--- src/design/wsfd_pkg.sv ---
// Shared types and constants for the websocket frame deframer.
`default_nettype none
package wsfd_pkg;

  localparam logic [1:0] KIND_HEADER  = 2'd0;
  localparam logic [1:0] KIND_PAYLOAD = 2'd1;
  localparam logic [1:0] KIND_ERROR   = 2'd2;

  localparam logic       ERR_NONE     = 1'b0;
  localparam logic       ERR_RSV      = 1'b1;

  localparam logic [6:0] LEN_EXT16    = 7'd126;
  localparam logic [6:0] LEN_EXT64    = 7'd127;

  localparam logic [2:0] EXT16_BYTES_M1 = 3'd1;
  localparam logic [2:0] EXT64_BYTES_M1 = 3'd7;
  localparam logic [2:0] KEY_BYTES_M1   = 3'd3;

  localparam logic [7:0] BYTE_ZERO    = 8'h00;

  typedef struct packed {
    logic [1:0]  kind;
    logic        fin_flag;
    logic [3:0]  opcode;
    logic        masked;
    logic [63:0] frame_length;
    logic [7:0]  payload_byte;
    logic        error_code;
    logic        last;
  } result_t;

endpackage
`default_nettype wire

--- src/design/websocket_frame_deframer_unit.sv ---
// Top level of the websocket frame deframer.
// Takes one stream byte per transfer and parses websocket frames: header
// bytes give no record except the one that completes the header, which gives
// a header record; each payload byte then gives one unmasked payload record,
// the final one flagged last. Reserved bits set in header byte zero give an
// error record for that byte and every later byte until reset. One byte is
// accepted every cycle while the result side is not stalled; a byte's record
// is offered after it passes the input register, then the parser logic into
// the result register. in_stall_o rises only when the input register is full
// and the result register is held by out_stall_i.
`default_nettype none
module websocket_frame_deframer_unit (
  input  wire         clk_i,
  input  wire         rst_ni,
  input  wire         in_valid_i,
  output logic        in_stall_o,
  input  wire  [7:0]  data_byte_i,
  output logic        out_valid_o,
  input  wire         out_stall_i,
  output logic [1:0]  kind_o,
  output logic        fin_flag_o,
  output logic [3:0]  opcode_o,
  output logic        masked_o,
  output logic [63:0] frame_length_o,
  output logic [7:0]  payload_byte_o,
  output logic        error_code_o,
  output logic        last_o
);
  import wsfd_pkg::*;

  logic       out_free;
  logic       step;
  logic [7:0] byte_s1;
  logic       res_vld;
  result_t    res;
  result_t    res_out;

  wsfd_in_reg u_in_reg (
    .clk_i       (clk_i),
    .rst_ni      (rst_ni),
    .in_valid_i  (in_valid_i),
    .in_stall_o  (in_stall_o),
    .data_byte_i (data_byte_i),
    .out_free_i  (out_free),
    .step_o      (step),
    .byte_o      (byte_s1)
  );

  wsfd_parser u_parser (
    .clk_i     (clk_i),
    .rst_ni    (rst_ni),
    .step_i    (step),
    .byte_i    (byte_s1),
    .res_vld_o (res_vld),
    .res_o     (res)
  );

  wsfd_out_reg u_out_reg (
    .clk_i       (clk_i),
    .rst_ni      (rst_ni),
    .load_i      (res_vld),
    .res_i       (res),
    .out_free_o  (out_free),
    .out_valid_o (out_valid_o),
    .out_stall_i (out_stall_i),
    .res_o       (res_out)
  );

  assign kind_o         = res_out.kind;
  assign fin_flag_o     = res_out.fin_flag;
  assign opcode_o       = res_out.opcode;
  assign masked_o       = res_out.masked;
  assign frame_length_o = res_out.frame_length;
  assign payload_byte_o = res_out.payload_byte;
  assign error_code_o   = res_out.error_code;
  assign last_o         = res_out.last;

endmodule
`default_nettype wire

--- src/design/wsfd_in_reg.sv ---
// Input register stage: holds one accepted stream byte until the parser takes it.
`default_nettype none
module wsfd_in_reg (
  input  wire        clk_i,
  input  wire        rst_ni,
  input  wire        in_valid_i,
  output logic       in_stall_o,
  input  wire  [7:0] data_byte_i,
  input  wire        out_free_i,
  output logic       step_o,
  output logic [7:0] byte_o
);
  import wsfd_pkg::*;

  logic       valid_q, valid_d;
  logic [7:0] byte_q;
  logic       accept;

  assign step_o     = valid_q && out_free_i;
  assign in_stall_o = valid_q && !out_free_i;
  assign accept     = in_valid_i && !in_stall_o;
  assign byte_o     = byte_q;

  always_comb begin
    valid_d = valid_q;
    if (accept) begin
      valid_d = 1'b1;
    end else if (step_o) begin
      valid_d = 1'b0;
    end
  end

  always_ff @(posedge clk_i or negedge rst_ni) begin
    if (!rst_ni) begin
      valid_q <= 1'b0;
    end else begin
      valid_q <= valid_d;
    end
  end

  always_ff @(posedge clk_i) begin
    if (accept) begin
      byte_q <= data_byte_i;
    end
  end

endmodule
`default_nettype wire

--- src/design/wsfd_parser.sv ---
// Frame header state machine, length and key capture, payload unmasking.
`default_nettype none
module wsfd_parser (
  input  wire                   clk_i,
  input  wire                   rst_ni,
  input  wire                   step_i,
  input  wire  [7:0]            byte_i,
  output logic                  res_vld_o,
  output wsfd_pkg::result_t     res_o
);
  import wsfd_pkg::*;

  typedef enum logic [2:0] {
    PH_BYTE0   = 3'd0,
    PH_BYTE1   = 3'd1,
    PH_EXTLEN  = 3'd2,
    PH_KEY     = 3'd3,
    PH_PAYLOAD = 3'd4,
    PH_ERROR   = 3'd5
  } phase_e;

  phase_e      phase_q, phase_d;
  logic [2:0]  cnt_q, cnt_d;
  logic        fin_q, fin_d;
  logic [3:0]  opc_q, opc_d;
  logic        mask_q, mask_d;
  logic [63:0] total_q, total_d;
  logic [63:0] rem_q, rem_d;
  logic [31:0] key_q, key_d;
  logic [1:0]  kidx_q, kidx_d;
  logic        hdr_done;
  logic        last_byte;
  logic [7:0]  key_byte;

  always_comb begin
    unique case (kidx_q)
      2'd0:    key_byte = key_q[31:24];
      2'd1:    key_byte = key_q[23:16];
      2'd2:    key_byte = key_q[15:8];
      default: key_byte = key_q[7:0];
    endcase
  end

  assign last_byte = (rem_q[63:1] == 63'd0);

  always_comb begin
    phase_d   = phase_q;
    cnt_d     = cnt_q;
    fin_d     = fin_q;
    opc_d     = opc_q;
    mask_d    = mask_q;
    total_d   = total_q;
    rem_d     = rem_q;
    key_d     = key_q;
    kidx_d    = kidx_q;
    hdr_done  = 1'b0;
    res_vld_o = 1'b0;
    res_o          = '0;
    res_o.fin_flag = fin_q;
    res_o.opcode   = opc_q;

    if (step_i) begin
      unique case (phase_q)
        PH_BYTE1: begin
          mask_d  = byte_i[7];
          total_d = 64'd0;
          if (byte_i[6:0] == LEN_EXT16) begin
            cnt_d   = EXT16_BYTES_M1;
            phase_d = PH_EXTLEN;
          end else if (byte_i[6:0] == LEN_EXT64) begin
            cnt_d   = EXT64_BYTES_M1;
            phase_d = PH_EXTLEN;
          end else begin
            total_d = {57'd0, byte_i[6:0]};
            if (byte_i[7]) begin
              cnt_d   = KEY_BYTES_M1;
              phase_d = PH_KEY;
            end else begin
              hdr_done = 1'b1;
            end
          end
        end
        PH_EXTLEN: begin
          total_d = {total_q[55:0], byte_i};
          if (cnt_q != 3'd0) begin
            cnt_d = cnt_q - 3'd1;
          end else if (mask_q) begin
            cnt_d   = KEY_BYTES_M1;
            phase_d = PH_KEY;
          end else begin
            hdr_done = 1'b1;
          end
        end
        PH_KEY: begin
          key_d = {key_q[23:0], byte_i};
          if (cnt_q != 3'd0) begin
            cnt_d = cnt_q - 3'd1;
          end else begin
            hdr_done = 1'b1;
          end
        end
        PH_PAYLOAD: begin
          res_vld_o          = 1'b1;
          res_o.kind         = KIND_PAYLOAD;
          res_o.masked       = mask_q;
          res_o.frame_length = total_q;
          res_o.payload_byte = byte_i ^ (mask_q ? key_byte : BYTE_ZERO);
          res_o.error_code   = ERR_NONE;
          res_o.last         = last_byte;
          if (rem_q != 64'd0) begin
            rem_d = rem_q - 64'd1;
          end
          kidx_d = kidx_q + 2'd1;
          if (last_byte) begin
            rem_d   = 64'd0;
            phase_d = PH_BYTE0;
          end
        end
        PH_ERROR: begin
          res_vld_o        = 1'b1;
          res_o.kind       = KIND_ERROR;
          res_o.error_code = ERR_RSV;
        end
        default: begin
          fin_d = byte_i[7];
          opc_d = byte_i[3:0];
          cnt_d = 3'd0;
          if (byte_i[6:4] != 3'd0) begin
            phase_d          = PH_ERROR;
            res_vld_o        = 1'b1;
            res_o.kind       = KIND_ERROR;
            res_o.fin_flag   = byte_i[7];
            res_o.opcode     = byte_i[3:0];
            res_o.error_code = ERR_RSV;
          end else begin
            phase_d = PH_BYTE1;
          end
        end
      endcase

      if (hdr_done) begin
        rem_d              = total_d;
        kidx_d             = 2'd0;
        res_vld_o          = 1'b1;
        res_o.kind         = KIND_HEADER;
        res_o.masked       = mask_d;
        res_o.frame_length = total_d;
        res_o.error_code   = ERR_NONE;
        res_o.last         = (total_d == 64'd0);
        phase_d            = (total_d == 64'd0) ? PH_BYTE0 : PH_PAYLOAD;
      end
    end
  end

  always_ff @(posedge clk_i or negedge rst_ni) begin
    if (!rst_ni) begin
      phase_q <= PH_BYTE0;
      cnt_q   <= 3'd0;
      fin_q   <= 1'b0;
      opc_q   <= 4'd0;
      mask_q  <= 1'b0;
      total_q <= 64'd0;
      rem_q   <= 64'd0;
      key_q   <= 32'd0;
      kidx_q  <= 2'd0;
    end else begin
      phase_q <= phase_d;
      cnt_q   <= cnt_d;
      fin_q   <= fin_d;
      opc_q   <= opc_d;
      mask_q  <= mask_d;
      total_q <= total_d;
      rem_q   <= rem_d;
      key_q   <= key_d;
      kidx_q  <= kidx_d;
    end
  end

endmodule
`default_nettype wire

--- src/design/wsfd_out_reg.sv ---
// Result register: holds one record until the downstream side takes it.
`default_nettype none
module wsfd_out_reg (
  input  wire                   clk_i,
  input  wire                   rst_ni,
  input  wire                   load_i,
  input  wsfd_pkg::result_t     res_i,
  output logic                  out_free_o,
  output logic                  out_valid_o,
  input  wire                   out_stall_i,
  output wsfd_pkg::result_t     res_o
);
  import wsfd_pkg::*;

  logic    valid_q, valid_d;
  result_t res_q;

  assign out_free_o  = !valid_q || !out_stall_i;
  assign out_valid_o = valid_q;
  assign res_o       = res_q;

  always_comb begin
    valid_d = valid_q;
    if (load_i) begin
      valid_d = 1'b1;
    end else if (out_free_o) begin
      valid_d = 1'b0;
    end
  end

  always_ff @(posedge clk_i or negedge rst_ni) begin
    if (!rst_ni) begin
      valid_q <= 1'b0;
    end else begin
      valid_q <= valid_d;
    end
  end

  always_ff @(posedge clk_i) begin
    if (load_i) begin
      res_q <= res_i;
    end
  end

endmodule
`default_nettype wire

--- config.mk ---
export PLATFORM = sky130hd
export DESIGN_NAME = websocket_frame_deframer_unit
export DESIGN_NICKNAME = d
export VERILOG_FILES = /design/src/design/wsfd_pkg.sv /design/src/design/websocket_frame_deframer_unit.sv /design/src/design/wsfd_in_reg.sv /design/src/design/wsfd_parser.sv /design/src/design/wsfd_out_reg.sv
export SDC_FILE = /design/constraint.sdc
export NUM_CORES = 1
export LEC_CHECK = 0
export BUFFER_PORTS_ARGS = -buffer_cell sky130_fd_sc_hd__buf_2
export CAP_MARGIN = 20
export CORE_MARGIN = 8
export CORE_UTILIZATION = 56
export CTS_CLUSTER_SIZE = 28
export DETAILED_ROUTE_END_ITERATION = 7
export PLACE_DENSITY = 0.74
export SLEW_MARGIN = 20
export SYNTH_ARGS = -nofsm -noshare
export SYNTH_HDL_FRONTEND = slang
export SYNTH_SLANG_ARGS = --single-unit
--- constraint.sdc ---
create_clock -name clk_i -period 3.35 [get_ports clk_i]
set_input_delay 0 -clock clk_i [delete_from_list [all_inputs] [get_ports clk_i]]
set_output_delay 0 -clock clk_i [all_outputs]
set_load 0.02 [all_outputs]
==> run summary <==
The area growth from synthesis to layout is 17.8%, and the number of hold violations in the final report is 0. The largest fanout on the critical path was 29; the remaining antenna violation count after routing was 0. Setup violations remaining at the end of the flow were counted as 0.

The tools report the worst endpoint data arrival time as 3.50 ns. The worst hold margin came out at 0.0977 ns. The logs give 0.368 for the relative slew slack and 6 for the iteration count of the initial detailed-routing pass.

The number of diodes is 0. The tools report the maximum number of pins on one net before global-route repair as 91. The number of vias in the routed layout is 12000. Setup repair after global routing left no endpoint under its margin. The run gives 75 as the unique cell type count in the Yosys netlist. The tightest min-delay check is of the in2async type. By area the synthesized netlist is led by sky130_fd_sc_hd__dfrtp_1 (32%), sky130_fd_sc_hd__edfxtp_1 (20%), sky130_fd_sc_hd__o21ai_0 (5.8%). The area of the die was 29600 sq um. The share of layout cells above drive strength 1 is 0.214, and the final non-filler cell area is 16100 sq um. The floorplan has 57 rows. The critical path is of the reg2reg type. The clock passes through at most 3 buffers.

The logs give 41200 um for the total detailed-routing wirelength and 1352 for the post-synthesis instance total. The number of nets in the synthesized netlist was 1373; the routed via count divided by cell count was 6.53. The number of setup buffers added after CTS is 0, and the clock transition time at the flip-flop clock pins of the worst setup and hold paths is 0.06 ns. The root buffer cell chosen for the clock tree is sky130_fd_sc_hd__clkbuf_16. The average routed wire per standard cell was 22.4 um. After synthesis the netlist holds a flip-flop and latch count of 266. For the net count reported at finish, the log shows 1510.

The all-layer global routing usage came out at 0.279. The synthesized design spends more area on one cell type than any other, namely sky130_fd_sc_hd__dfrtp_1. Subtracting the final worst setup slack from the clock period gives 3.09 ns. For the pin with the worst max-slew slack, the measured transition is 0.949 ns. Measured along the y axis, the die boundary spans 172 um. The share of async-settable or async-resettable flops after synthesis is 0.662, and the post-detailed-placement half-perimeter wirelength is 29100 um.

The die is 172 um wide. The critical path data required time was 3.77 ns; the clock latency at the later pin of the worst-skew pair was 0.55 ns. Final-report max-slew violation count: 0. The flow ran to the end, and the final reports show no timing, DRC or antenna violations.

The run gives 96 as the count of boundary I/O pins. TritonCTS built the clock tree. The sum of overflow across all layers after global routing was 0; the number of antenna violations at the first check in global routing was 0. STA classifies the critical path startpoint as a register. The warning count from the yosys run is 0. The detailed router finished its first iteration with 1602 violations. After synthesis the cells add up to 13700 sq um. The maximum level of the CTS H-tree was 1. The area share of the largest cell type after synthesis is 0.323, and the placeable core region is 24100 sq um. For the final database, setup skew stands at 0.0136 ns.

CTS saw 266 sinks. The tools report the highest ir drop seen on vdd as 0.616 mV. In this run the mean area of a mapped cell was 10.1 sq um. The sequential share of the synthesized area was 0.521. The tools report the number of global-route vias before repair as 11300. For the CTS buffer count, the log shows 29. After detailed routing, the number of remaining DRC violations is 0. The final estimated routing congestion in global placement is 0.943.

Derived from the worst setup path, the maximum achievable clock frequency is 324 MHz. Power per standard cell area: 935 nW/um^2. The number of enable-type register cells in the synthesized netlist works out to 90. The tools report the starting density of the core as 0.566.

Buffers placed on the I/O ports in this run total 95. The ratio of final minimum period to clock period is 0.921. For this design the static power due to leakage is 6.45 nW.

The global-route wire length before repair is 64500 um, and the cell area after placement is 15000 sq um. The reported max-cap violation count came out at 0. The tools report the category of the worst setup path capture point as a register.

The flip-flop cell with the highest count after synthesis is sky130_fd_sc_hd__dfrtp_1. For the final routed database, the setup TNS stands at 0 ns.
-- sequential cells by signal, summed over array words and instances (netlist names) --
| signal | flops |
|---|---|
| u_out_reg.res_o | 82 |
| u_parser.rem_q | 64 |
| u_parser.total_q | 64 |
| u_parser.key_q | 32 |
| u_in_reg.byte_o | 8 |
| u_parser.opc_q | 4 |
| u_parser.cnt_q | 3 |
| u_parser.phase_q | 3 |
| u_parser.kidx_q | 2 |
| u_in_reg.valid_q | 1 |
| u_out_reg.out_valid_o | 1 |
| u_parser.fin_q | 1 |
| u_parser.mask_q | 1 |
-- cell usage after synthesis, types with 7 or more instances --
library cell,n
sky130_fd_sc_hd__a222oi_1,18
sky130_fd_sc_hd__clkbuf_1,71
sky130_fd_sc_hd__buf_1,9
sky130_fd_sc_hd__nand4_1,19
sky130_fd_sc_hd__or3_1,18
sky130_fd_sc_hd__dfrtp_1,176
sky130_fd_sc_hd__a22oi_1,16
sky130_fd_sc_hd__and3_1,9
sky130_fd_sc_hd__o32a_1,11
sky130_fd_sc_hd__nor4_1,16
sky130_fd_sc_hd__inv_1,14
sky130_fd_sc_hd__nor2_1,59
sky130_fd_sc_hd__o21ai_1,17
sky130_fd_sc_hd__or4_1,12
sky130_fd_sc_hd__nand2b_1,9
sky130_fd_sc_hd__a221oi_1,9
sky130_fd_sc_hd__xor2_1,8
sky130_fd_sc_hd__a31oi_1,17
sky130_fd_sc_hd__o211ai_1,10
sky130_fd_sc_hd__ha_1,9
sky130_fd_sc_hd__a32o_1,50
sky130_fd_sc_hd__nand2_1,190
sky130_fd_sc_hd__buf_2,20
sky130_fd_sc_hd__o21ai_0,157
sky130_fd_sc_hd__a21oi_1,43
sky130_fd_sc_hd__a22o_1,13
sky130_fd_sc_hd__nand3_1,23
sky130_fd_sc_hd__edfxtp_1,90
sky130_fd_sc_hd__nor2b_1,19
sky130_fd_sc_hd__mux2_2,43
sky130_fd_sc_hd__o22a_1,7
sky130_fd_sc_hd__nor3b_1,16
sky130_fd_sc_hd__and2_1,16
sky130_fd_sc_hd__nor3_1,20
sky130_fd_sc_hd__o22ai_1,30
-- final timing paths --
check                                    startpoint            endpoint  slack, ns  depth (start not counted)
worst max-delay path            u_parser.phase_q[0]  u_out_reg.res_o[0]       0.26                          8
worst min-delay path                         rst_ni  u_parser.key_q[27]        0.1                          2
worst max register to register  u_parser.phase_q[0]  u_out_reg.res_o[0]       0.26                          8
worst min register to register    u_parser.cnt_q[1]   u_parser.cnt_q[1]       0.48                          2
max in group asynchronous                    rst_ni  u_parser.rem_q[43]       2.23                          3
min in group clk_i                   data_byte_i[0]  u_in_reg.byte_o[0]       0.16                          2
-- placed cells by master, fill, tap and decap left out, drive strengths merged, types with 10 or more instances in the layout --
master,count
a21oi,43
a222oi,18
a22o,13
a22oi,16
a31oi,18
a32o,50
and2,16
buf,201
clkbuf,41
dfrtp,176
dlygate4sd3,12
edfxtp,90
inv,20
mux2,43
nand2,191
nand3,25
nand4,19
nor2,60
nor2b,19
nor3,22
nor3b,16
nor4,20
o211ai,10
o21ai,175
o22ai,30
o32a,11
or3,18
or4,13
-- power breakdown --
group	leakage (nW)	switching [mW]	total (mW)	internal [mW]
sequential	3.26	0.821	5.40	4.58
clock	0.493	1.32	3.30	1.99
combinational	2.70	4.13	6.33	2.20
total	6.45	6.27	15.0	8.77
-- worst max-delay path: stages, from the launching register on --
cell                       delay, ns
sky130_fd_sc_hd__dfrtp_2        0.58
sky130_fd_sc_hd__buf_4          0.27
sky130_fd_sc_hd__inv_2          0.25
sky130_fd_sc_hd__a32o_1         0.35
sky130_fd_sc_hd__a21oi_1        0.18
sky130_fd_sc_hd__nand4_1        0.22
sky130_fd_sc_hd__or4_1          0.59
sky130_fd_sc_hd__nor4_2         0.31
sky130_fd_sc_hd__a2bb2o_1       0.18
-- metal layers --
layer / vias to the layer above / part of all wire / global-route usage
met2: 602 / 0.44 / 0.420
li1: 5423 / - / -
met1: 5871 / 0.41 / 0.394
met5: - / 0 / 0
met3: 85 / 0.11 / 0.0623
met4: 0 / 0.033 / 0.0918
-- cell families (layout without fill, tap and decap cells) --
kind of cell | Yosys count | in the layout | synth area share
AOI/OAI and AO/OA | 439 | 439 | 0.219
xor gates and xnor gates | 9 | 9 | 0.00577
adders and majority gates | 9 | 9 | 0.00825
buffers and inverters | 124 | 284 | 0.0384
DFF | 266 | 266 | 0.521
muxes | 44 | 44 | 0.0362
and+or+nand+nor | 461 | 461 | 0.172
-- layout make-up --
type / count / area (sq um)
Clock inverter: 13 / 158
Clock buffer: 41 / 842
Sequential cell: 266 / 7110
Inverter: 17 / 63.8
Fill cell: 1923 / 8030
Multi-Input combinational cell: 962 / 6040
Timing Repair Buffer: 213 / 1460
Tap cell: 324 / 405
-- through the flow --
| stage | setup slack [ns] | util | cells | total power [mW] |
|---|---|---|---|---|
| global route | 0.107 | 0.667 | 1836 | 15.8 |
| detailed placement | 0.321 | 0.620 | 1769 | 11.7 |
| floorplan | 0.341 | - | 1352 | 9.49 |
| CTS | 0.310 | 0.667 | 1835 | 15.0 |
| global placement | 0.329 | 0.620 | 1769 | 11.5 |
| finish | 0.265 | 0.667 | 1836 | 15.0 |
-- what timing repair did --
item                      CTS  global route
hold buffers               12             0
hold endpoints to repair   98             0
gates resized for setup     0             0
Note: power is estimated with default switching activity, not from simulation.
